## config.mk

```make
export PLATFORM = sky130hd
export DESIGN_NAME = nonpreemptive_priority_scheduler
export DESIGN_NICKNAME = d
export VERILOG_FILES = /design/src/rtl/nps_pkg.sv /design/src/rtl/nps_slot.sv /design/src/rtl/nps_select.sv /design/src/rtl/nonpreemptive_priority_scheduler.sv
export SDC_FILE = /design/constraint.sdc
export NUM_CORES = 1
export LEC_CHECK = 0
export BUFFER_PORTS_ARGS = -buffer_cell sky130_fd_sc_hd__buf_2
export CAP_MARGIN = 20
export CORE_ASPECT_RATIO = 1.75
export CORE_UTILIZATION = 42
export CTS_BUF_LIST = sky130_fd_sc_hd__clkbuf_8
export DETAILED_ROUTE_END_ITERATION = 6
export PLACE_DENSITY = 0.57
export RECOVER_POWER = 100
export REMOVE_ABC_BUFFERS = 1
export SYNTH_ARGS = -nofsm -noshare
export SYNTH_HDL_FRONTEND = slang
export SYNTH_SLANG_ARGS = --single-unit
export TNS_END_PERCENT = 30
```

## constraint.sdc

```tcl
create_clock -name clk -period 59.5 [get_ports clk]
set_input_delay 2.975 -clock clk [delete_from_list [all_inputs] [get_ports clk]]
set_output_delay 2.975 -clock clk [all_outputs]
set_load 0.05 [all_outputs]
```

## src/rtl/nps_pkg.sv

```systemverilog
package nps_pkg;

	typedef struct packed {
		logic [15:0] id;
		logic [15:0] arr;
		logic [11:0] burst;
		logic [7:0]  prio;
	} job_t;

	// One ring slot: a job plus its occupancy and completion marks.
	typedef struct packed {
		logic valid;
		logic done;
		job_t job;
	} slot_t;

	typedef enum logic [1:0] {
		ST_IDLE,
		ST_SCAN,
		ST_CALC,
		ST_EMIT
	} state_t;

endpackage

```

## src/rtl/nps_slot.sv

```systemverilog
module nps_slot
	import nps_pkg::*;
(
	input  logic  clk,
	input  logic  arst_n,
	input  logic  clr,
	input  logic  shift,
	input  slot_t nxt,
	output slot_t cur
);

	logic valid_q;
	logic done_q;
	job_t job_q;

	always_ff @(posedge clk or negedge arst_n) begin
		if (!arst_n) begin
			valid_q <= 1'b0;
			done_q  <= 1'b0;
		end else if (clr) begin
			valid_q <= 1'b0;
			done_q  <= 1'b0;
		end else if (shift) begin
			valid_q <= nxt.valid;
			done_q  <= nxt.done;
		end
	end

	always_ff @(posedge clk) begin
		if (shift) begin
			job_q <= nxt.job;
		end
	end

	assign cur = '{valid: valid_q, done: done_q, job: job_q};

endmodule

```

## src/rtl/nps_select.sv

```systemverilog
module nps_select
	import nps_pkg::*;
#(
	parameter int IDX_W = 4
) (
	input  logic             clk,
	input  logic             arst_n,
	input  logic             clr,
	input  logic             en,
	input  logic             first,
	input  logic [16:0]      tick,
	input  slot_t            head,
	input  logic             head_done,
	input  logic [IDX_W-1:0] step,
	output logic             found_rdy,
	output job_t             pick,
	output logic [IDX_W-1:0] pick_step
);

	logic             rdy_found_q;
	job_t             rdy_job_q;
	logic [IDX_W-1:0] rdy_step_q;
	logic             ea_found_q;
	job_t             ea_job_q;
	logic [IDX_W-1:0] ea_step_q;

	logic eligible;
	logic arrived;
	logic rdy_better;
	logic ea_better;

	assign eligible = head.valid && !head.done && !head_done;
	assign arrived  = !first && ({1'b0, head.job.arr} <= tick);

	// Strict comparisons keep the earlier slot on a full tie, which is load order.
	always_comb begin
		rdy_better = (head.job.prio > rdy_job_q.prio) ||
			((head.job.prio == rdy_job_q.prio) && (head.job.arr < rdy_job_q.arr)) ||
			((head.job.prio == rdy_job_q.prio) && (head.job.arr == rdy_job_q.arr) &&
			 (head.job.id < rdy_job_q.id));
		ea_better = (head.job.arr < ea_job_q.arr) ||
			((head.job.arr == ea_job_q.arr) && (head.job.prio > ea_job_q.prio)) ||
			((head.job.arr == ea_job_q.arr) && (head.job.prio == ea_job_q.prio) &&
			 (head.job.id < ea_job_q.id));
	end

	always_ff @(posedge clk or negedge arst_n) begin
		if (!arst_n) begin
			rdy_found_q <= 1'b0;
			ea_found_q  <= 1'b0;
		end else if (clr) begin
			rdy_found_q <= 1'b0;
			ea_found_q  <= 1'b0;
		end else if (en && eligible) begin
			if (arrived) begin
				rdy_found_q <= 1'b1;
			end
			ea_found_q <= 1'b1;
		end
	end

	always_ff @(posedge clk) begin
		if (en && eligible) begin
			if (arrived && (!rdy_found_q || rdy_better)) begin
				rdy_job_q  <= head.job;
				rdy_step_q <= step;
			end
			if (!ea_found_q || ea_better) begin
				ea_job_q  <= head.job;
				ea_step_q <= step;
			end
		end
	end

	// With nothing arrived, the job with the earliest pending arrival is picked and starts at its arrival.
	assign found_rdy = rdy_found_q;
	assign pick      = rdy_found_q ? rdy_job_q : ea_job_q;
	assign pick_step = rdy_found_q ? rdy_step_q : ea_step_q;

endmodule

```

## src/rtl/nonpreemptive_priority_scheduler.sv

```systemverilog
// Loading accepts one item per cycle; in_ready stays high between job sets.
// After the item marked last, each result takes one full turn of the job ring past the
// selection head (ST_SCAN), then the ST_CALC and ST_EMIT arithmetic states.
// A finished result waits in the output register while the ring scans for the next one.
// Asynchronous reset empties the ring and clears counters, timer and sums.
module nonpreemptive_priority_scheduler
	import nps_pkg::*;
#(
	parameter int MAX_PROCESSES = 16
) (
	input  logic        clk,
	input  logic        arst_n,
	input  logic        in_valid,
	output logic        in_ready,
	input  logic [15:0] process_id,
	input  logic [15:0] arrival_time,
	input  logic [11:0] burst_time,
	input  logic [7:0]  priority_level,
	input  logic        last_process,
	output logic        out_valid,
	input  logic        out_ready,
	output logic [15:0] process_id_res,
	output logic [16:0] start_time,
	output logic [16:0] completion_time,
	output logic [16:0] turnaround_time,
	output logic [16:0] waiting_time,
	output logic [20:0] total_turnaround,
	output logic [20:0] total_waiting,
	output logic [16:0] schedule_length,
	output logic        last_result
);

	localparam int CNT_W = $clog2(MAX_PROCESSES + 1);
	localparam int IDX_W = (MAX_PROCESSES > 1) ? $clog2(MAX_PROCESSES) : 1;
	localparam logic [IDX_W-1:0] LAST_STEP = IDX_W'(MAX_PROCESSES - 1);
	localparam logic [CNT_W-1:0] CNT_MAX   = CNT_W'(MAX_PROCESSES);

	state_t state_q, state_d;

	slot_t slot_w [MAX_PROCESSES];
	slot_t tail_in;
	logic  ring_shift;
	logic  ring_clr;

	logic [CNT_W-1:0] job_cnt_q;
	logic [CNT_W-1:0] done_cnt_q;
	logic [IDX_W-1:0] step_q;
	logic [IDX_W-1:0] mark_step_q;
	logic             mark_valid_q;
	logic             mark_hit;
	logic             first_q;
	logic [16:0]      tick_q;
	logic [15:0]      first_arr_q;
	logic [20:0]      tsum_q;
	logic [20:0]      wsum_q;
	logic [17:0]      max_ct_q;

	logic             found_rdy;
	job_t             pick;
	logic [IDX_W-1:0] pick_step;

	job_t        pick_q;
	logic [16:0] start_q;
	logic [17:0] ct_q;
	logic [20:0] wt_q;

	logic        in_fire;
	logic        room;
	logic        load;
	logic        out_free;
	logic        is_last;
	logic [16:0] start_c;
	logic [20:0] tat_c;
	logic [20:0] tsum_c;
	logic [20:0] wsum_c;
	logic [17:0] max_c;
	logic [17:0] len_c;

	logic        out_valid_q;
	logic [15:0] id_out_q;
	logic [16:0] start_out_q;
	logic [16:0] ct_out_q;
	logic [16:0] tat_out_q;
	logic [16:0] wt_out_q;
	logic [20:0] tsum_out_q;
	logic [20:0] wsum_out_q;
	logic [16:0] len_out_q;
	logic        last_out_q;

	assign in_fire  = in_valid && in_ready;
	assign room     = job_cnt_q < CNT_MAX;
	assign load     = in_fire && room;
	assign out_free = !out_valid_q || out_ready;
	assign mark_hit = mark_valid_q && (step_q == mark_step_q);
	assign is_last  = CNT_W'(done_cnt_q + 1'b1) == job_cnt_q;

	// Job ring: each slot takes its neighbor's; the head wraps to the tail in ST_SCAN.
	assign ring_shift = load || (state_q == ST_SCAN);
	assign ring_clr   = (state_q == ST_EMIT) && out_free && is_last;

	always_comb begin
		if (state_q == ST_SCAN) begin
			tail_in      = slot_w[0];
			tail_in.done = slot_w[0].done || mark_hit;
		end else begin
			tail_in = '{valid: 1'b1, done: 1'b0,
				job: '{id: process_id, arr: arrival_time, burst: burst_time,
					prio: priority_level}};
		end
	end

	for (genvar i = 0; i < MAX_PROCESSES; i++) begin : g_ring
		slot_t nxt;
		if (i == MAX_PROCESSES - 1) begin : g_tail
			assign nxt = tail_in;
		end else begin : g_body
			assign nxt = slot_w[i+1];
		end
		nps_slot u_slot (
			.clk    (clk),
			.arst_n (arst_n),
			.clr    (ring_clr),
			.shift  (ring_shift),
			.nxt    (nxt),
			.cur    (slot_w[i])
		);
	end

	nps_select #(
		.IDX_W (IDX_W)
	) u_select (
		.clk       (clk),
		.arst_n    (arst_n),
		.clr       (state_q != ST_SCAN),
		.en        (state_q == ST_SCAN),
		.first     (first_q),
		.tick      (tick_q),
		.head      (slot_w[0]),
		.head_done (mark_hit),
		.step      (step_q),
		.found_rdy (found_rdy),
		.pick      (pick),
		.pick_step (pick_step)
	);

	always_ff @(posedge clk or negedge arst_n) begin
		if (!arst_n) begin
			state_q <= ST_IDLE;
		end else begin
			state_q <= state_d;
		end
	end

	always_comb begin
		state_d  = state_q;
		in_ready = 1'b0;
		case (state_q)
			ST_IDLE: begin
				in_ready = 1'b1;
				if (in_valid && last_process) begin
					state_d = ST_SCAN;
				end
			end
			ST_SCAN: begin
				if (step_q == LAST_STEP) begin
					state_d = ST_CALC;
				end
			end
			ST_CALC: begin
				state_d = ST_EMIT;
			end
			ST_EMIT: begin
				if (out_free) begin
					state_d = is_last ? ST_IDLE : ST_SCAN;
				end
			end
			default: begin
				state_d = ST_IDLE;
			end
		endcase
	end

	// Waiting time equals start minus arrival, so it needs no second subtract.
	assign start_c = found_rdy ? tick_q : {1'b0, pick.arr};
	assign tat_c   = {3'b0, ct_q} - {5'b0, pick_q.arr};
	assign tsum_c  = tsum_q + tat_c;
	assign wsum_c  = wsum_q + wt_q;
	assign max_c   = (ct_q > max_ct_q) ? ct_q : max_ct_q;
	assign len_c   = max_c - {2'b0, first_arr_q};

	always_ff @(posedge clk or negedge arst_n) begin
		if (!arst_n) begin
			job_cnt_q    <= '0;
			done_cnt_q   <= '0;
			step_q       <= '0;
			mark_step_q  <= '0;
			mark_valid_q <= 1'b0;
			first_q      <= 1'b0;
			tick_q       <= '0;
			first_arr_q  <= '0;
			tsum_q       <= '0;
			wsum_q       <= '0;
			max_ct_q     <= '0;
		end else begin
			if (load) begin
				job_cnt_q <= CNT_W'(job_cnt_q + 1'b1);
			end
			if (in_fire && last_process) begin
				first_q <= 1'b1;
			end
			case (state_q)
				ST_SCAN: begin
					step_q <= (step_q == LAST_STEP) ? '0 : IDX_W'(step_q + 1'b1);
				end
				ST_CALC: begin
					tick_q       <= 17'(({1'b0, start_c} + {6'b0, pick.burst}));
					mark_step_q  <= pick_step;
					mark_valid_q <= 1'b1;
					first_q      <= 1'b0;
					if (first_q) begin
						first_arr_q <= pick.arr;
					end
				end
				ST_EMIT: begin
					if (out_free) begin
						if (is_last) begin
							job_cnt_q    <= '0;
							done_cnt_q   <= '0;
							mark_valid_q <= 1'b0;
							tick_q       <= '0;
							tsum_q       <= '0;
							wsum_q       <= '0;
							max_ct_q     <= '0;
						end else begin
							done_cnt_q <= CNT_W'(done_cnt_q + 1'b1);
							tsum_q     <= tsum_c;
							wsum_q     <= wsum_c;
							max_ct_q   <= max_c;
						end
					end
				end
				default: begin
				end
			endcase
		end
	end

	always_ff @(posedge clk) begin
		if (state_q == ST_CALC) begin
			pick_q  <= pick;
			start_q <= start_c;
			ct_q    <= {1'b0, start_c} + {6'b0, pick.burst};
			wt_q    <= {4'b0, start_c} - {5'b0, pick.arr};
		end
	end

	always_ff @(posedge clk or negedge arst_n) begin
		if (!arst_n) begin
			out_valid_q <= 1'b0;
		end else if ((state_q == ST_EMIT) && out_free) begin
			out_valid_q <= 1'b1;
		end else if (out_ready) begin
			out_valid_q <= 1'b0;
		end
	end

	always_ff @(posedge clk) begin
		if ((state_q == ST_EMIT) && out_free) begin
			id_out_q    <= pick_q.id;
			start_out_q <= start_q;
			ct_out_q    <= ct_q[16:0];
			tat_out_q   <= tat_c[16:0];
			wt_out_q    <= wt_q[16:0];
			tsum_out_q  <= is_last ? tsum_c : '0;
			wsum_out_q  <= is_last ? wsum_c : '0;
			len_out_q   <= is_last ? len_c[16:0] : '0;
			last_out_q  <= is_last;
		end
	end

	assign out_valid        = out_valid_q;
	assign process_id_res   = id_out_q;
	assign start_time       = start_out_q;
	assign completion_time  = ct_out_q;
	assign turnaround_time  = tat_out_q;
	assign waiting_time     = wt_out_q;
	assign total_turnaround = tsum_out_q;
	assign total_waiting    = wsum_out_q;
	assign schedule_length  = len_out_q;
	assign last_result      = last_out_q;

endmodule

```

==> flow_metrics.py <==
metrics = {
    "placement": {
        "gp_congestion": 0.877,
        "hpwl_mm": 65.6,
        "portBuffers": 202,
    },
    "logic_synthesis": {
        "synth_seq_cells": 1323,
        "synth_edf_count": 1173,
        "syn_area_per_cell_um2": 16.5,
        "synthArstFlopShare_pct": 11.3,
        "synthDistinctLibCells": 75,
        "synthTopCellsByArea": "edfxtp_1 (70%), dfrtp_1 (7.4%), ha_1 (5.4%)",
        "synthCells": 3063,
        "syn_area_um2": 50600,
        "yosysTopAreaCellShare_pct": 69.6,
        "synthFlopType": "edfxtp_1",
        "ys_seq_area_share_pct": 77.1,
        "ys_warn_count": 0,
        "synth_top_area_cell": "edfxtp_1",
    },
    "cts": {
        "cts_setup_buffers": 0,
        "clockBufferDepth": 3,
        "cts.sinks": 1323,
        "clk_pin_slew_ns": 0.07,
        "ctsHoldBuffers": 0,
        "numCtsBuffers": 188,
        "clock_latency_ns": 0.88,
        "htreeDepth": 4,
        "cts_tree": "yes",
        "root_buffer": "clkbuf_8",
        "post_cts_resized": 0,
    },
    "timing": {
        "worstMarginPinSlew_ns": 10.52,
        "fin_crit_ns": 19.48,
        "finalMaxSlewViolations": 1637,
        "timing.fmax_mhz": 51.3,
        "rsz0062_at_grt": "false",
        "fin_crit_sh_pct": 32.7,
        "setup_viol": 0,
        "fin_setup_tns_ns": 0,
        "slew_headroom_pct": -601,
        "hold_violations": 0,
        "fin_skew_ns": 0.0546,
    },
    "route": {
        "avgRoutedWirePerCell_um": 19.5,
        "first_iter_violations": 1716,
        "avgViaCountPerCell": 5.03,
        "routed_wl_mm": 99.5,
        "ant_nets": 0,
        "drt-pass1-iter-count": 5,
        "drc": 0,
        "vias": 25700,
    },
    "floorplanning": {
        "core_area_um2": 120000,
        "rows": 168,
        "ios": 203,
        "die_h_um": 461,
        "die_area_um2": 122000,
        "start_util_pct": 42.3,
        "die_x_um": 264,
    },
    "layout": {
        "layout.cells.most_common": "edfxtp_1",
        "n_fill_cell": 10400,
        "final_cell_mix": "edfxtp_1 (1173), inv_1 (246), ha_1 (219), clkbuf_8 (210), nand2_1 (203)",
        "drive_gt1_share_pct": 11.0,
        "syn_to_final_growth_pct": 12.4,
        "layout.nets": 3697,
    },
    "pwr": {
        "total_power_mw": 3.20,
        "powerDensity_nw_per_um2": 56.3,
        "leakagePower_nw": 19.5,
        "peakVddDrop_v": 0.0000659,
    },
    "grt": {
        "grt_max_degree": 217,
        "grt_pass1_wl_mm": 152,
        "grt_overflow": 0,
        "track_usage_pct": 16.5,
        "grt_pass1_vias": 26100,
        "antenna_found_initial": 12,
    },
    "setup_path": {
        "r2r-start": "state_q[1]$_DFFE_PN0P_",
        "critPathArrivalTime_ns": 19.82,
        "end_kind": "flop",
        "critPathKind": "input port to flop",
        "worstSetupStartpoint": "in_valid",
        "worstPathRequired_ns": 59.84,
        "crit_fanout": 216,
        "startpoint_type": "input port",
    },
    "run": {
        "drv_cap": 26,
    },
    "min_path": {
        "min_path_type": "flop to flop",
        "hold_path_startpoint": "g_ring[10].u_slot.cur[51]$_DFFE_PP_",
    },
    "run_status": {
        "status": "finished with violations",
        "violations": "capacitance limit, slew limit",
    },
}
-- cells by family (layout without fill, tap and decap cells) --
group / count (synthesis) / count (layout) / synth area share (%)
other: 0 / 2 / 0
DFF: 1323 / 1323 / 77.1
adders and majority gates: 225 / 225 / 5.65
AOI/OAI and AO/OA: 512 / 512 / 6.49
buffers and inverters: 261 / 769 / 2.02
xor gates and xnor gates: 97 / 97 / 1.68
and+or+nand+nor: 545 / 545 / 4.91
muxes: 100 / 100 / 2.18
-- cell usage after synthesis (5+ instances only) --
library cell,number
edfxtp_1,1173
ha_1,219
nand2_1,203
inv_1,193
nor2_1,156
a21oi_1,154
dfrtp_1,150
o21ai_0,119
mux2_2,82
xnor2_1,61
clkbuf_1,49
a21o_1,47
xor2_1,36
o31ai_1,33
nor2b_1,30
nand4_1,27
nor3_1,25
a22o_1,23
nand2b_1,23
nand3_1,22
mux2i_1,18
and2_1,17
o21a_1,17
a31oi_1,16
a211oi_1,12
o21bai_1,9
and3_1,8
buf_4,8
o211ai_1,8
o2bb2ai_1,8
nor4_1,7
o21ai_1,7
a211o_1,6
fa_1,6
o31a_1,6
a21boi_0,5
buf_2,5
nor3b_1,5
-- worst max-delay path, cell delays in order --
cell and delay, ns:
clkbuf_1 0.11, nand2_1 0.08, nor2_1 0.09, clkbuf_1 0.39, nor2_2 0.04, clkbuf_1 0.59, clkinvlp_2 3.85, clkbuf_1 7.62
clkbuf_1 0.87, clkbuf_1 2.99
-- flip-flops by register name (all words and copies together) (netlist names), 16 cells and up --
name                   flops
pick_q                    32
first_arr_q               16
g_ring.u_slot.done_q      16
tick_q                    17
schedule_length           17
wt_q                      18
max_ct_q                  18
ct_q                      18
u_select.rdy_job_q        52
completion_time           17
wsum_q                    21
start_q                   17
g_ring.u_slot.cur        832
start_time                17
tsum_q                    21
g_ring.u_slot.valid_q     16
waiting_time              17
turnaround_time           17
u_select.ea_job_q         52
total_waiting             21
total_turnaround          21
process_id_res            16
-- report_power, final --
| part | internal, mW | switching (mW) |
|---|---|---|
| combinational | 0.260 | 0.653 |
| clock | 0.360 | 0.341 |
| sequential | 1.47 | 0.120 |
-- cell type report --
class                           instances  area, um^2  area share [%]
Sequential cell                      1323       39000            68.6
Multi-Input combinational cell       1479       10500            18.6
Clock buffer                          210        2890            5.09
Tap cell                             1530        1910            3.37
Timing Repair Buffer                  229         951            1.67
Clock inverter                        136         818            1.44
Inverter                              194         731            1.29
Antenna cell                            2        5.00         0.00881
-- layer usage --
metal	track usage (%)	vias to the layer above	wire length [um]
li1	-	12200	-
met1	19.6	12700	40700
met2	28.8	610	51100
met3	3.46	207	4130
met4	7.34	2	3560
met5	0	-	13
-- metrics by stage --
step | setup WS [ns] | area (um^2) | instances | util (%) | hold WS (ns)
6_report | 40.02 | 56800 | 5103 | 47.5 | 0.393
2_1_floorplan | 38.20 | 50300 | 2996 | - | 0.400
3_3_place_gp | 52.58 | 53500 | 4752 | 44.7 | 0.401
5_1_grt | 38.06 | 56800 | 5102 | 47.5 | 0.399
4_1_cts | 53.46 | 57200 | 5099 | 47.9 | 0.386
3_5_place_dp | 52.46 | 53500 | 4753 | 44.7 | 0.405
-- path summary, 6_finish.rpt --
path / to / slack, ns / cells after the start
max: g_ring[7].u_slot.cur[3]$_DFFE_PP_ / 40.02 / 10
min: g_ring[9].u_slot.cur[51]$_DFFE_PP_ / 0.39 / 0
max reg2reg: g_ring[7].u_slot.cur[3]$_DFFE_PP_ / 40.77 / 8
min reg2reg: g_ring[9].u_slot.cur[51]$_DFFE_PP_ / 0.39 / 0
max in group asynchronous: tsum_q[3]$_DFFE_PN0P_ / 51.76 / 2
min in group asynchronous: state_q[0]$_DFFE_PN0P_ / 2.98 / 1
Power figures use the tool's default switching activity.
